===== config.mk =====
export PLATFORM = sky130hd
export DESIGN_NAME = ttw_queue
export DESIGN_NICKNAME = d
export VERILOG_FILES = /design/src/rtl/ttw_queue.sv
export SDC_FILE = /design/constraint.sdc
export NUM_CORES = 1
export LEC_CHECK = 0
export ABC_AREA = 1
export BUFFER_PORTS_ARGS = -buffer_cell sky130_fd_sc_hd__buf_2
export CORE_MARGIN = 10
export CORE_UTILIZATION = 35
export CTS_BUF_LIST = sky130_fd_sc_hd__clkbuf_4 sky130_fd_sc_hd__clkbuf_8
export DETAILED_ROUTE_END_ITERATION = 7
export PLACE_DENSITY = 0.62
export SETUP_SLACK_MARGIN = 0.1
export SLEW_MARGIN = 5
export SYNTH_ARGS = -nofsm -noshare
export SYNTH_HDL_FRONTEND = slang
export SYNTH_SLANG_ARGS = --single-unit

===== constraint.sdc =====
create_clock -name clk -period 2.74 [get_ports clk]
set_clock_uncertainty 0.2 [all_clocks]
set_input_delay 0.548 -clock clk [delete_from_list [all_inputs] [get_ports clk]]
set_output_delay 0.548 -clock clk [all_outputs]
set_load 0.05 [all_outputs]

===== src/rtl/ttw_queue.sv =====
`default_nettype none
// ----------------------------------------------------------------------------
// Text terminal writer queue
// Small register queue with push/full and pop/empty sides.
// ----------------------------------------------------------------------------
module ttw_queue #(
  parameter int WIDTH = 8,
  parameter int DEPTH = 2
) (
  input  wire logic             clk,
  input  wire logic             rst,
  input  wire logic             push,
  input  wire logic [WIDTH-1:0] wr_data,
  output logic                  full,
  input  wire logic             pop,
  output logic      [WIDTH-1:0] rd_data,
  output logic                  empty
);

  localparam int PW = (DEPTH > 1) ? $clog2(DEPTH) : 1;
  localparam int CW = $clog2(DEPTH + 1);

  logic [WIDTH-1:0] slots [DEPTH];
  logic [PW-1:0]    wptr;
  logic [PW-1:0]    rptr;
  logic [CW-1:0]    count;
  logic             do_push;
  logic             do_pop;

  assign full    = (count == CW'(DEPTH));
  assign empty   = (count == '0);
  assign do_push = push && !full;
  assign do_pop  = pop && !empty;
  assign rd_data = slots[rptr];

  always_ff @(posedge clk) begin
    if (do_push) begin
      slots[wptr] <= wr_data;
    end
  end

  always_ff @(posedge clk) begin
    if (rst) begin
      wptr  <= '0;
      rptr  <= '0;
      count <= '0;
    end else begin
      if (do_push) begin
        wptr <= (wptr == PW'(DEPTH - 1)) ? '0 : wptr + 1'b1;
      end
      if (do_pop) begin
        rptr <= (rptr == PW'(DEPTH - 1)) ? '0 : rptr + 1'b1;
      end
      count <= count + CW'(do_push) - CW'(do_pop);
    end
  end

endmodule
`default_nettype wire


==> out/results.ini, run 1 <==
[timing]
min_period_over_period_pct = 82.3
setup_ws_ns = 0.484
hold_viol_final = 0
relSlewSlack_pct = 54.5
setup_violations = 0
slew_viol_final = 0
worst-slew-pin-transition_ns = 0.680
min_period_ns = 2.26
fin_tns_setup_ns = 0
rsz0062_at_grt = no
whs_ns = 0.197
fmax_mhz = 443

[floorplan]
start_util_pct = 37.8
die_x_um = 69.8
core_um2 = 2300
rows = 17
die_area_um2 = 4870
die_h_um = 69.8
io_pins = 22

[cts]
clk_latency_ns = 0.30
cts.htree.levels = 1
ctsHoldBuffers = 0
cts_buffers = 3
cts_setup_buffers = 0
clk_pin_slew_ns = 0.12
clock_sinks = 21
cts_buffer_depth = 2
cts_tree = done
post_cts_resized = 0
cts_root_buffer = clkbuf_4

[synthesis]
synth_seq_cells = 21
yosys.area.top_type_share_pct = 55.3
synth_area_leaders = edfxtp_1, mux2_4, dfxtp_1
syn_area_um2 = 868
syn_nets = 78
syn-mean-instance-area_um2 = 13.6
synthCells = 64
post_synth_num_cell_types = 11
yosys.area.top_type = edfxtp_1
yosysSeqAreaShare_pct = 66.9
synth_warnings = 0

[global_routing]
grt_pass1_vias = 549
grt_pass1_wl_um = 2380
grt.overflow.total = 0
antenna_found_initial = 0
grtUsageTotal_pct = 6.03
grt_max_degree = 13

[drt]
drc_errors = 0
postRouteAntennaNets = 0
num_vias = 498
wl_per_cell_um = 11.8
vias_per_cell = 4.29
drt-initial-drc-count = 8
dr.pass1.iters = 4
wl_um = 1370

[setup_path]
endpoint_kind = output port
crit_required_ns = 1.99
cp_top_family = flip-flops
crit_type = flip-flop to output port
crit_path_max_fanout = 8
cp_num_buf_inv = 1
cpPeakStageDelay_ns = 0.66
path_cells = mux2_4 > buf_2
critPathSlowestCell = dfxtp_1
startpoint_type = flip-flop
arrival_ns = 1.51

[cells_and_area]
drive_above_1_share_pct = 39.8
syn_to_final_growth_pct = 18.0
nNetsFinal = 103
antenna_cells = 0

[outcome]
status = complete, no violations

[hold_path]
min_path_type = primary input to flip-flop

[placed_design]
numPortBuffers = 21
dp_hpwl_um = 1090
place.gp.congestion = 0.705
dp_slack_ns = 0.795

[job]
cap_viol_max_count = 0

[power]
p_leak_nw = 0.462
worst_ir_drop_vdd_uv = 618
power_density_nw_per_um2 = 1030

-- cell usage after synthesis (all sizes together) --
| cell | number |
|---|---|
| nand2 | 8 |
| dfxtp | 5 |
| mux2 | 8 |
| ha | 2 |
| inv | 10 |
| edfxtp | 16 |
| buf | 1 |
| a21oi | 2 |
| nand3 | 3 |
| nor2 | 9 |
-- logic make-up after synthesis --
group	synth area share, %
AOI/OAI and AO/OA	1.15
and+or+nand+nor	9.65
DFF	66.9
adders and majority gates	2.88
buffers and inverters	5.62
muxes	13.8
-- final timing paths --
kind / startpoint / endpoint / slack, ns / depth (start not counted)
worst max-delay path: flip-flop / rd_data[6] / 0.48 / 2
worst min-delay path: rst / count[0] / 0.20 / 2
worst max register to register: count[0] / slots[0][3] / 0.98 / 4
worst min register to register: rptr / flip-flop / 0.32 / 2
-- cell type report --
class	count	area, µm²
flip-flops and latches	21	581
repair buffers	21	105
clock inverters	1	5.00
fillers	220	1270
clock buffers	3	22.5
well taps	28	35.0
inverters	10	37.5
multi-input cells	32	239
-- flip-flops by register name, indices dropped and copies added (netlist names), named ones only --
signal,count
rptr,1
slots,16
wptr,1
count,2
-- cell usage in the layout, fill, tap and decap left out, drive strengths merged --
| cell | instances |
|---|---|
| a21oi | 2 |
| clkbuf | 3 |
| clkinv | 1 |
| mux2 | 8 |
| ha | 2 |
| nand2 | 8 |
| inv | 10 |
| dfxtp | 5 |
| edfxtp | 16 |
| nand3 | 3 |
| nor2 | 9 |
| buf | 21 |
-- worst reg2reg max path, cell delays in order, from the launching register on --
cell	delay (ns)
dfxtp_1	0.39
inv_1	0.07
nand2_1	0.11
nand2_1	0.09
nor2_1	0.53
-- stage by stage --
stage	util (%)	total power, mW	std cells	instance area (µm²)
after global placement	43.4	0.920	112	997
after floorplan	-	0.843	64	868
final	44.6	1.05	116	1020
after CTS	44.6	1.07	116	1020
after detailed placement	43.4	0.927	112	997
after global routing	44.6	1.13	116	1020
-- where the power goes --
group          switching (mW)  internal, mW
Combinational           0.312         0.145
Sequential             0.0431         0.410
Clock                  0.0877        0.0543
Total                   0.443         0.609
-- layer usage --
metal	vias to the layer above	GRT usage, %	wire, µm
li1	262	-	-
met5	-	0	0
met4	0	3.26	8
met3	2	2.85	109
met1	220	6.50	584
met2	14	9.49	666
Power figures use the tool's default switching activity.
==> run 2, diff against run 1 <==
- ABC_AREA: 1 -> 0
- clock period: 2.74 -> 2.2 ns (I/O delays scaled with it)
==> run 2 against run 1 <==
Sequential power increased by 26%. Combinational power increased by 18%. Largest power group is now sequential cells. Register-to-register slack got worse by 0.55 ns. Sequential cell count unchanged. Utilization decreased by 0.43 points. Power increased by 23%. Critical path type unchanged. Final area decreased by 4.6%. Critical path depth unchanged.
==> out/results.ini, run 2 <==
[floorplan]
rows = 17  ; unchanged
die_x_um = 68.1  ; was 69.8 µm
die_area_um2 = 4640  ; was 4870 µm²
core_um2 = 2210  ; was 2300 µm²
io_pins = 22  ; unchanged
die_h_um = 68.1  ; was 69.8 µm
start_util_pct = 36.7  ; was 37.8%

[power]
p_seq_share_pct = 44.0  ; was 43.0%
intPower_mw = 0.757  ; was 0.609 mW
p_leak_nw = 0.406  ; was 0.462 nW
power_density_nw_per_um2 = 1320  ; was 1030 nW/µm²
p_sw_mw = 0.536  ; was 0.443 mW
p_comb_share_pct = 41.8  ; was 43.5%
switching_share_pct = 41.5  ; was 42.1%
clock_power_share_pct = 14.2  ; was 13.5%
worst_ir_drop_vdd_uv = 727  ; was 618 µV

[drt]
wl_per_cell_um = 12.8  ; was 11.8 µm
num_vias = 467  ; was 498
vias_per_cell = 4.49  ; was 4.29
drc_errors = 0  ; unchanged
drt-initial-drc-count = 16  ; was 8
dr.pass1.iters = 3  ; was 4
wl_um = 1330  ; was 1370 µm
postRouteAntennaNets = 0  ; unchanged

[global_routing]
grt.overflow.total = 0  ; unchanged
grt_pass1_wl_um = 2220  ; was 2380 µm
antenna_found_initial = 0  ; unchanged
grt_max_degree = 12  ; was 13
grtUsageTotal_pct = 6.17  ; was 6.03%
grt_pass1_vias = 523  ; was 549

[synthesis]
synth_common_cells = edfxtp_1, dfxtp_1, mux2_1  ; was edfxtp_1, inv_1, mux2_4, nand2_1, nor2_1
yosys.area.top_type_share_pct = 59.3  ; was 55.3%
synth.most_common_cell = edfxtp_1  ; unchanged
yosys.area.top_type = edfxtp_1  ; unchanged
synth_warnings = 0  ; unchanged
syn-mean-instance-area_um2 = 15.6  ; was 13.6 µm²
synth_seq_cells = 21  ; unchanged
syn_nets = 66  ; was 78
post_synth_num_cell_types = 21  ; was 11
synth_compound_area_share_pct = 2.31  ; was 1.15%
synth_edf_count = 16  ; unchanged
synth-adder-area-share_pct = 3.09  ; was 2.88%
yosys.area_share.simple_pct = 7.25  ; was 9.65%
synth_xor_area_share_pct = 2.16  ; was 0%
syn_area_um2 = 811  ; was 868 µm²
synth_area_leaders = edfxtp_1, dfxtp_1, mux2_1  ; was edfxtp_1, mux2_4, dfxtp_1
synthMuxAreaShare_pct = 11.1  ; was 13.8%
async_reset_ff_share_pct = 0  ; unchanged
synthCells = 52  ; was 64
synth_top_family_by_area = multiplexers  ; unchanged
yosysSeqAreaShare_pct = 71.6  ; was 66.9%
synth_ff_type = edfxtp_1  ; unchanged

[placed_design]
dp_hpwl_um = 1040  ; was 1090 µm
numPortBuffers = 21  ; unchanged
dp_slack_ns = 0.334  ; was 0.795 ns
place.gp.congestion = 0.631  ; was 0.705

[cts]
cts.htree.levels = 1  ; unchanged
cts_root_buffer = clkbuf_4  ; unchanged
cts_tree = done  ; unchanged
clock_sinks = 21  ; unchanged
clk_latency_ns = 0.29  ; was 0.30 ns
ctsHoldBuffers = 0  ; unchanged
clk_pin_slew_ns = 0.11  ; was 0.12 ns
cts_buffers = 3  ; unchanged
cts_buffer_depth = 2  ; unchanged

[cells_and_area]
fillers = 221  ; was 220
nNetsFinal = 91  ; was 103
reg_top3 = slots (16), count (2)  ; unchanged
mostFrequentLayoutCells = buf_2, edfxtp_1, mux2_1  ; was buf_2, edfxtp_1, inv_1, nand2_1, mux2_4
top_register = slots  ; unchanged
antenna_cells = 0  ; unchanged
largest_reg_flops = 16  ; unchanged
multi_input_area_um2 = 210  ; was 239 µm²
syn_to_final_growth_pct = 20.5  ; was 18.0%
seq_area_um2 = 582  ; was 581 µm²
final_common_cell = buf_2  ; unchanged
drive_above_1_share_pct = 43.4  ; was 39.8%

[outcome]
status = complete, no violations  ; unchanged

[timing]
setup_ws_ns = 0.250  ; was 0.484 ns
fin_tns_setup_ns = 0  ; unchanged
slew_viol_final = 0  ; unchanged
worst-slew-pin-transition_ns = 0.320  ; was 0.680 ns
min_period_over_period_pct = 88.6
rsz0062_at_grt = no  ; unchanged
min_period_ns = 1.95
relSlewSlack_pct = 78.7  ; was 54.5%
fmax_mhz = 513
hold_viol_final = 0  ; unchanged
setup_violations = 0  ; unchanged

[setup_path]
crit_type = flip-flop to output port  ; unchanged
timing.rr.start = count[1]  ; was count[0]
startpoint_type = flip-flop  ; unchanged
crit_path_max_fanout = 8  ; unchanged
endpoint_kind = output port  ; unchanged
arrival_ns = 1.31  ; was 1.51 ns
crit_required_ns = 1.56  ; was 1.99 ns

[hold_path]
min_path_type = primary input to flip-flop  ; unchanged
min_from = wr_data[5]  ; was rst

[job]
cap_viol_max_count = 0  ; unchanged

## run 2: cell types whose count changed in the layout (fill, tap and decap cells not counted), sizes merged, moves of 3 or more
cell   before  now
nand2       8    1
inv        10    4
nor2        9    4
nand3       3    0
## run 2: critical path, cell delays in order, from the launching register on
cell	delay [ns]
dfxtp_2	0.46
mux2_2	0.36
buf_2	0.21
## run 2: kinds of logic (layout without fill, tap and decap cells)
kind of cell / after synthesis / after routing
XOR/XNOR: 2 / 2
flip-flops: 21 / 21
multiplexers: 8 / 8
AO/OA/AOI/OAI: 3 / 3
adder cells (fa/ha/maj): 2 / 2
AND/OR/NAND/NOR: 11 / 11
buffers and inverters: 5 / 29
## run 2: metal layers
layer	global-route usage (%)	up-vias	wire length [µm]
met2	10.3	14	603
li1	-	232	-
met1	6.94	221	591
met4	1.51	0	0
met3	2.94	0	137
met5	0	-	0
## run 2: worst paths after layout
check / cells after the start / endpoint / slack (ns)
setup reg to reg: 7 / count[1] / 0.43
setup / recovery: 2 / rd_data[1] / 0.25
hold / removal: 1 / slots[0][5] / 0.13
hold reg to reg: 2 / flip-flop / 0.32
## run 2: power by group through the flow
stage | Combinational (mW) | Sequential (mW) | Clock (mW)
4_1_cts | 0.553 | 0.572 | 0.193
5_1_grt | 0.594 | 0.585 | 0.208
3_5_place_dp | 0.552 | 0.579 | 0
2_1_floorplan | 0.462 | 0.545 | 0
6_report | 0.541 | 0.569 | 0.184
3_3_place_gp | 0.546 | 0.574 | 0
## run 2: layout make-up
class,instances,share of cell area (%)
Clock buffer,4,3.07
Inverter,4,1.54
Multi-Input combinational cell,26,21.5
Sequential cell,21,59.5
Tap cell,28,3.59
Timing Repair Buffer,21,10.8
## run 2: metrics by stage
step / cells / cell area [µm²] / hold WS [ns] / power, mW / utilization [%]
2_1_floorplan: 52 / 811 / 0.251 / 1.01 / -
3_3_place_gp: 100 / 946 / 0.266 / 1.12 / 42.8
3_5_place_dp: 100 / 946 / 0.301 / 1.13 / 42.8
4_1_cts: 104 / 977 / 0.123 / 1.32 / 44.2
5_1_grt: 104 / 977 / 0.119 / 1.39 / 44.2
6_report: 104 / 977 / 0.131 / 1.29 / 44.2
## run 2: timing repair
item | in CTS | in global routing
gates resized for setup | 1 | 0
endpoints found under the setup margin | 4 | 0
setup buffers | 0 | 0
