File: src/rtl/ttw_pkg.sv
`default_nettype none
// ----------------------------------------------------------------------------
// Text terminal writer package
// Shared request, result, command and register types with fixed constants.
// ----------------------------------------------------------------------------
package ttw_pkg;

  localparam int POS_W       = 9;
  localparam int CFG_INDEX_W = 8;
  localparam int CFG_DATA_W  = 8;
  localparam int CMD_DEPTH   = 4;
  localparam int RES_DEPTH   = 2;

  localparam logic [CFG_INDEX_W-1:0] REG_COLUMNS    = 8'd0;
  localparam logic [CFG_INDEX_W-1:0] REG_ROWS       = 8'd1;
  localparam logic [CFG_INDEX_W-1:0] REG_FORE_COLOR = 8'd2;
  localparam logic [CFG_INDEX_W-1:0] REG_BACK_COLOR = 8'd3;

  localparam logic [7:0] RESET_COLUMNS    = 8'd80;
  localparam logic [5:0] RESET_ROWS       = 6'd25;
  localparam logic [3:0] RESET_FORE_COLOR = 4'd7;
  localparam logic [3:0] RESET_BACK_COLOR = 4'd0;

  localparam logic [7:0]  CHAR_NUL   = 8'h00;
  localparam logic [7:0]  CHAR_TAB   = 8'h09;
  localparam logic [7:0]  CHAR_LF    = 8'h0a;
  localparam logic [7:0]  CHAR_CR    = 8'h0d;
  localparam logic [15:0] FILL_BLANK = 16'h0700;

  typedef enum logic [1:0] {
    FUNC_WRITE,
    FUNC_SETPOS,
    FUNC_CLEAR,
    FUNC_READ
  } func_t;

  typedef enum logic [2:0] {
    KIND_NOP,
    KIND_TAB,
    KIND_NEWLINE,
    KIND_RETURN,
    KIND_PRINT,
    KIND_SETPOS,
    KIND_CLEAR,
    KIND_READ
  } kind_t;

  typedef enum logic [2:0] {
    ST_INIT,
    ST_IDLE,
    ST_PUT,
    ST_CHECK,
    ST_SCROLL,
    ST_FILL,
    ST_REPORT
  } state_t;

  typedef struct packed {
    logic [1:0]  func;
    logic [7:0]  char_code;
    logic [7:0]  new_col;
    logic [7:0]  new_row;
    logic [11:0] cell_index;
  } item_t;

  typedef struct packed {
    logic [7:0]  cur_col;
    logic [7:0]  cur_row;
    logic [15:0] cell_data;
  } result_t;

  typedef struct packed {
    kind_t       kind;
    logic [7:0]  char_code;
    logic [7:0]  new_col;
    logic [7:0]  new_row;
    logic [11:0] cell_index;
  } cmd_t;

  typedef struct packed {
    logic [7:0] columns;
    logic [5:0] rows;
    logic [3:0] fore_color;
    logic [3:0] back_color;
  } cfg_t;

endpackage
`default_nettype wire

File: src/rtl/ttw_front.sv
`default_nettype none
// ----------------------------------------------------------------------------
// Text terminal writer front end
// Takes requests, sorts them into engine commands and holds one for the queue.
// ----------------------------------------------------------------------------
module ttw_front (
  input  wire logic          clk,
  input  wire logic          rst,
  input  wire logic          push,
  input  wire ttw_pkg::item_t item,
  output logic               full,
  input  wire logic          hold,
  output ttw_pkg::cmd_t      cmd,
  output logic               cmd_push,
  input  wire logic          cmd_full
);

  logic           vld;
  logic           vld_next;
  logic           accept;
  ttw_pkg::kind_t kind;

  always_comb begin
    kind = ttw_pkg::KIND_NOP;
    case (item.func)
      ttw_pkg::FUNC_WRITE: begin
        if (item.char_code == ttw_pkg::CHAR_NUL) begin
          kind = ttw_pkg::KIND_NOP;
        end else if (item.char_code == ttw_pkg::CHAR_TAB) begin
          kind = ttw_pkg::KIND_TAB;
        end else if (item.char_code == ttw_pkg::CHAR_LF) begin
          kind = ttw_pkg::KIND_NEWLINE;
        end else if (item.char_code == ttw_pkg::CHAR_CR) begin
          kind = ttw_pkg::KIND_RETURN;
        end else begin
          kind = ttw_pkg::KIND_PRINT;
        end
      end
      ttw_pkg::FUNC_SETPOS: kind = ttw_pkg::KIND_SETPOS;
      ttw_pkg::FUNC_CLEAR:  kind = ttw_pkg::KIND_CLEAR;
      ttw_pkg::FUNC_READ:   kind = ttw_pkg::KIND_READ;
      default:              kind = ttw_pkg::KIND_NOP;
    endcase
  end

  assign full     = hold || (vld && cmd_full);
  assign accept   = push && !full;
  assign cmd_push = vld && !cmd_full;

  always_comb begin
    vld_next = vld;
    if (accept) begin
      vld_next = 1'b1;
    end else if (cmd_push) begin
      vld_next = 1'b0;
    end
  end

  always_ff @(posedge clk) begin
    if (rst) begin
      vld <= 1'b0;
    end else begin
      vld <= vld_next;
    end
  end

  always_ff @(posedge clk) begin
    if (accept) begin
      cmd.kind       <= kind;
      cmd.char_code  <= item.char_code;
      cmd.new_col    <= item.new_col;
      cmd.new_row    <= item.new_row;
      cmd.cell_index <= item.cell_index;
    end
  end

endmodule
`default_nettype wire

File: config.mk
export PLATFORM = sky130hd
export DESIGN_NAME = ttw_front
export DESIGN_NICKNAME = d
export VERILOG_FILES = /design/src/rtl/ttw_pkg.sv /design/src/rtl/ttw_front.sv
export SDC_FILE = /design/constraint.sdc
export NUM_CORES = 1
export LEC_CHECK = 0
export ABC_AREA = 0
export BUFFER_PORTS_ARGS = -buffer_cell sky130_fd_sc_hd__buf_4
export CAP_MARGIN = 15
export CORE_ASPECT_RATIO = 0.7
export CORE_UTILIZATION = 41
export DETAILED_ROUTE_END_ITERATION = 10
export PLACE_DENSITY = 0.86
export SLEW_MARGIN = 5
export SYNTH_ARGS = -nofsm -noshare
export SYNTH_HDL_FRONTEND = slang
export SYNTH_SLANG_ARGS = --single-unit
File: constraint.sdc
create_clock -name clk -period 2.91 [get_ports clk]
set_input_delay 0.1455 -clock clk [delete_from_list [all_inputs] [get_ports clk]]
set_output_delay 0.1455 -clock clk [all_outputs]
set_load 0.05 [all_outputs]
==> impl_metrics.ini, run 1 <==
[timing]
finalHoldViolCount = 0
fmax_mhz = 617
timing.final.crit_share_pct = 55.7
setup_ws_ns = 1.29
slew_headroom_pct = 53.2
drv_slew = 0
holdWs_ns = 0.0230
grt_setup_unrepaired = false
final-setup-viol-count = 0
skew_ns = 0.00579
tightest_slew_ns = 0.701
fin_tns_setup_ns = 0
fin_crit_ns = 1.62

[drt]
drc = 0
dr.pass1.iters = 4
vias = 905
wl_mm = 2.98
routed_via_density = 4.76
drt_iter0_markers = 69
wl_per_cell_um = 15.7
antenna_left = 0

[clocking]
cts-root-buf = clkbuf_8
htreeDepth = 2
cts.sinks = 40
cts_tree = done
clk_latency_ns = 0.29
numCtsBuffers = 5
cts_setup_buffers = 0
cts.path.max_buffers = 2
path_clk_slew_ns = 0.08

[synth]
synth_seq_cells = 40
yosysWarnings = 0
syn_area_um2 = 1320
synthesis.nets = 101
postSynthCellCount = 58
synth_cell_types = 16
ys_seq_area_share_pct = 90.6
syn_area_per_cell_um2 = 22.7

[global_routing]
grt_max_degree = 23
grt_pass1_wl_mm = 4.36
grt_pass1_vias = 921
grt_overflow_total = 0
antenna_found_initial = 0
track_usage_pct = 18.1

[placed_design]
place_ws_ns = 1.19
place.port_buffers = 83
place.gp.congestion = 0.736
placed_cells = 178

[pwr]
max-vdd-ir-drop_uv = 577
total_leakage_power_nw = 0.894
power_density_nw_per_um2 = 617

[job]
drv_cap = 0

[die]
die_area_um2 = 3440
coreArea_um2 = 2920
row_count = 16
chipHeight_um = 49.4
start_util_pct = 45.0
pin_count = 84
die_width_um = 69.7

[layout]
fin_nets = 196
fin_cells = 190
multi_input_area_um2 = 135
drive_above_1_share_pct = 62.3
area_growth_pct = 64.5
final_cell_mix = buf_4, edfxtp_1, clkbuf_8, dlygate4sd3_1
final_common_cell = buf_4
final_util_pct = 74.0
ff_latch_area_um2 = 1190
fill_cells = 198
antenna-diode-count = 0

[worst_setup_path]
crit_path_top_delay_cell = a21oi_4
critPathTopFamily = compound AO/OA/AOI/OAI gates
cp.required_ns = 2.90
critPathMaxFanout = 22
critPathKind = reg2reg
crit_arrival_ns = 1.61
worst_path_largest_cell_delay_ns = 0.58
crit_chain = a21oi_4 -> buf_4
rrSetupSlack_ns = 1.29
critPathCaptureType = flip-flop
critPathLaunchType = flip-flop
crit_buf_inv = 1

[min_path]
hold_path_class = in2reg

[run_status]
status = completed
registers in the layout, summed over array words and instances, names as in the netlist:
signal	count
vld	1
cmd	39
cell usage after synthesis:
master,instances,area [um2]
a211oi_1,1,7.51
or4_1,1,7.51
or2_2,1,6.26
nor2b_1,2,12.5
xnor2_1,1,8.76
or4bb_1,1,11.3
nand4b_1,1,8.76
nand2b_1,2,12.5
a31o_2,1,8.76
or4_4,1,11.3
nand2_1,1,3.75
a22oi_1,1,7.51
nor2_1,2,7.51
a21oi_1,2,10.0
dfxtp_1,1,20.0
edfxtp_1,39,1170
layer usage:
layer / GRT usage [%] / part of all wire, % / routed length [um] / vias to the layer above
li1: - / - / - / 420
met1: 18.3 / 36 / 1080 / 416
met2: 28.8 / 48 / 1420 / 60
met3: 11.0 / 13 / 398 / 9
met4: 11.3 / 2.6 / 78 / 0
met5: 0 / 0 / 0 / -
worst paths after layout:
kind,startpoint,to,cells past startpoint
worst max-delay path,vld$_SDFFE_PP0P_,cmd[8]$_DFFE_PP_,2
worst min-delay path,item[24],cmd[24]$_DFFE_PP_,1
worst min register to register,vld$_SDFFE_PP0P_,vld$_SDFFE_PP0P_,2
worst max register to register,vld$_SDFFE_PP0P_,cmd[8]$_DFFE_PP_,2
layout make-up:
class                      count  share of cell area [%]
clock inverter                 2                    1.79
clock buffer                   6                    3.82
multi-input combinational     18                    6.25
timing repair buffer          88                    31.0
sequential                    40                    55.1
tap                           36                    2.08
stage by stage:
| step | instance area, um2 | total power, mW |
|---|---|---|
| 2_1_floorplan | 1320 | 0.784 |
| 3_3_place_gp | 2000 | 0.868 |
| 3_5_place_dp | 2000 | 0.874 |
| 4_1_cts | 2130 | 1.34 |
| 5_1_grt | 2160 | 1.38 |
| 6_report | 2160 | 1.33 |
worst register-to-register path, stage by stage (launching register included):
cell and delay, ns:
dfxtp_1 0.35, a21oi_4 0.58, buf_4 0.37
what timing repair did:
action	in CTS	in global routing
hold buffers	1	3
resized for setup	0	0
endpoints found under the hold margin	1	3
cells by family after synthesis:
| group | count (synthesis) | synth area share, % |
|---|---|---|
| XOR/XNOR | 1 | 0.666 |
| flip-flops | 40 | 90.6 |
| AO/OA/AOI/OAI | 5 | 2.57 |
| AND/OR/NAND/NOR | 12 | 6.18 |
report_power, final:
part           internal (mW)  switching [mW]
Sequential             0.661         0.00766
Combinational         0.0749           0.121
Clock                  0.280           0.190
Power figures use the tool's default switching activity.
==> run 2, diff against run 1 <==
--- a/config.mk
+++ b/config.mk
@@ -9,9 +9,9 @@
 export BUFFER_PORTS_ARGS = -buffer_cell sky130_fd_sc_hd__buf_4
 export CAP_MARGIN = 15
 export CORE_ASPECT_RATIO = 0.7
-export CORE_UTILIZATION = 41
+export CORE_UTILIZATION = 37
 export DETAILED_ROUTE_END_ITERATION = 10
-export PLACE_DENSITY = 0.86
+export PLACE_DENSITY = 0.82
 export SLEW_MARGIN = 5
 export SYNTH_ARGS = -nofsm -noshare
 export SYNTH_HDL_FRONTEND = slang
==> constraint.sdc (replaced) <==
create_clock -name clk -period 1.3 [get_ports clk]
set_input_delay 0.065 -clock clk [delete_from_list [all_inputs] [get_ports clk]]
set_output_delay 0.065 -clock clk [all_outputs]
set_load 0.05 [all_outputs]
==> run 2 against run 1 <==
Flip-flop and latch count is the same. Clock power grew 120%. Via count grew 15%. Critical endpoint is now cmd[38]$_DFFE_PP_. Largest cell class unchanged. Largest power group unchanged.
==> impl_metrics.ini, run 2 (same netlist as run 1, synthesis figures left out) <==
[global_routing]
grt_pass1_wl_mm = 5.54
track_usage_pct = 21.3
grt.met2_usage_pct = 38.6
antenna_found_initial = 0
grt_use_met1_pct = 21.4
grt_overflow_total = 0
grt_pass1_vias = 1106
use_met3_pct = 8.72
grt_max_degree = 24
grt-busiest-layer = met2

[clocking]
numCtsBuffers = 5
cts.sinks = 40
clk_latency_ns = 0.29
cts.path.max_buffers = 2
cts-root-buf = clkbuf_8
htreeDepth = 2
path_clk_slew_ns = 0.07
cts_tree = done

[layout]
top_regs = cmd: 39 flops, vld: 1 flops
antenna-diode-count = 0
fin_cells = 236
final_util_pct = 77.3
final_common_cell = buf_4
drive_above_1_share_pct = 52.4
area_growth_pct = 92.5
largest_register_ffs = 39
top_register = cmd
fin_nets = 231
final_cell_mix = buf_4, edfxtp_1, dlygate4sd3_1, clkbuf_8

[timing]
fin_tns_setup_ns = 0
tightest_slew_ns = 0.209
final-setup-viol-count = 0
finalHoldViolCount = 0
fin_crit_ns = 1.15
grt_setup_unrepaired = false
timing.final.crit_share_pct = 88.7
drv_slew = 0
slew_headroom_pct = 86.1
setup_ws_ns = 0.147
skew_ns = 0.0146
fmax_mhz = 867

[placed_design]
placed_cells = 191
hpwl_mm = 2.16
place.gp.congestion = 0.662
place.port_buffers = 83
place_ws_ns = -0.146

[worst_setup_path]
rrSetupSlack_ns = 0.21
worst_path_largest_cell_delay_ns = 0.53
r2r-start = vld$_SDFFE_PP0P_
r2r-end = cmd[27]$_DFFE_PP_
critPathMaxFanout = 2
crit_path_top_delay_cell = or4_4
reg2reg_depth = 2
crit_buf_inv = 1
critical_path.startpoint = item[33]
crit_chain = buf_4 -> or4_4 -> or4_1
critPathCaptureType = flip-flop
critPathLaunchType = primary input
cp.depth = 3
critPathTopFamily = simple AND/OR/NAND/NOR gates
critPathKind = in2reg
cp.required_ns = 1.32
crit_arrival_ns = 1.18
endpoint = cmd[38]$_DFFE_PP_

[min_path]
hold_path_class = in2reg

[drt]
vias = 1038
wl_per_cell_um = 16.2
antenna_left = 0
wl_mm = 3.82
routed_via_density = 4.40
drt_iter0_markers = 59
dr.pass1.iters = 3
drc = 0

[die]
die_width_um = 73.3
pin_count = 84
die_area_um2 = 3800
start_util_pct = 40.1
row_count = 17
coreArea_um2 = 3280
chipHeight_um = 51.9

[pwr]
total_leakage_power_nw = 1.04
total_power_mw = 3.05
power_density_nw_per_um2 = 1210
max-vdd-ir-drop_uv = 804

[run_status]
status = completed

[job]
drv_cap = 0
run 2: area by class of cell:
| type | instances | area [um2] |
|---|---|---|
| sequential | 40 | 1190 |
| clock inverter | 3 | 47.5 |
| clock buffer | 5 | 68.8 |
| multi-input combinational | 18 | 135 |
| tap | 47 | 58.8 |
| timing repair buffer | 123 | 1030 |
| fill | 197 | 744 |
run 2: report_power, final:
| group | leakage [nW] | internal (mW) | total [mW] | switching [mW] |
|---|---|---|---|---|
| combinational | 0.610 | 0.240 | 0.534 | 0.294 |
| clock | 0.0583 | 0.578 | 1.02 | 0.442 |
| sequential | 0.373 | 1.48 | 1.50 | 0.0198 |
| total | 1.04 | 2.30 | 3.05 | 0.756 |
run 2: per-stage QoR:
| step | cell area (um2) | hold slack [ns] |
|---|---|---|
| 3_3_place_gp | 2040 | 0.212 |
| 4_1_cts | 2530 | 0.0509 |
| 2_1_floorplan | 1330 | 0.127 |
| 3_5_place_dp | 2040 | 0.225 |
| 5_1_grt | 2530 | 0.0561 |
| 6_report | 2530 | 0.0634 |
run 2: layer usage:
layer | vias up | wire [um]
met3 | 10 | 357
met1 | 483 | 1370
li1 | 490 | -
met5 | - | 0
met4 | 0 | 107
met2 | 55 | 1980
run 2: timing repair:
item | 4_1_cts | 5_1_grt
endpoints found under the hold margin | 37 | 0
setup buffers | 0 | 0
gates resized for setup | 0 | 0
hold buffers | 37 | 0
run 2: how the worst min path moves through the flow:
stage             start                end  slack [ns]  cells past startpoint
3_5_place_dp        rst   vld$_SDFFE_PP0P_        0.22                      2
3_3_place_gp        rst   vld$_SDFFE_PP0P_        0.21                      2
6_report       item[37]  cmd[38]$_DFFE_PP_        0.06                      2
4_1_cts        item[37]  cmd[38]$_DFFE_PP_        0.05                      2
5_1_grt        item[37]  cmd[38]$_DFFE_PP_        0.06                      2
2_1_floorplan       rst   vld$_SDFFE_PP0P_        0.13                      1
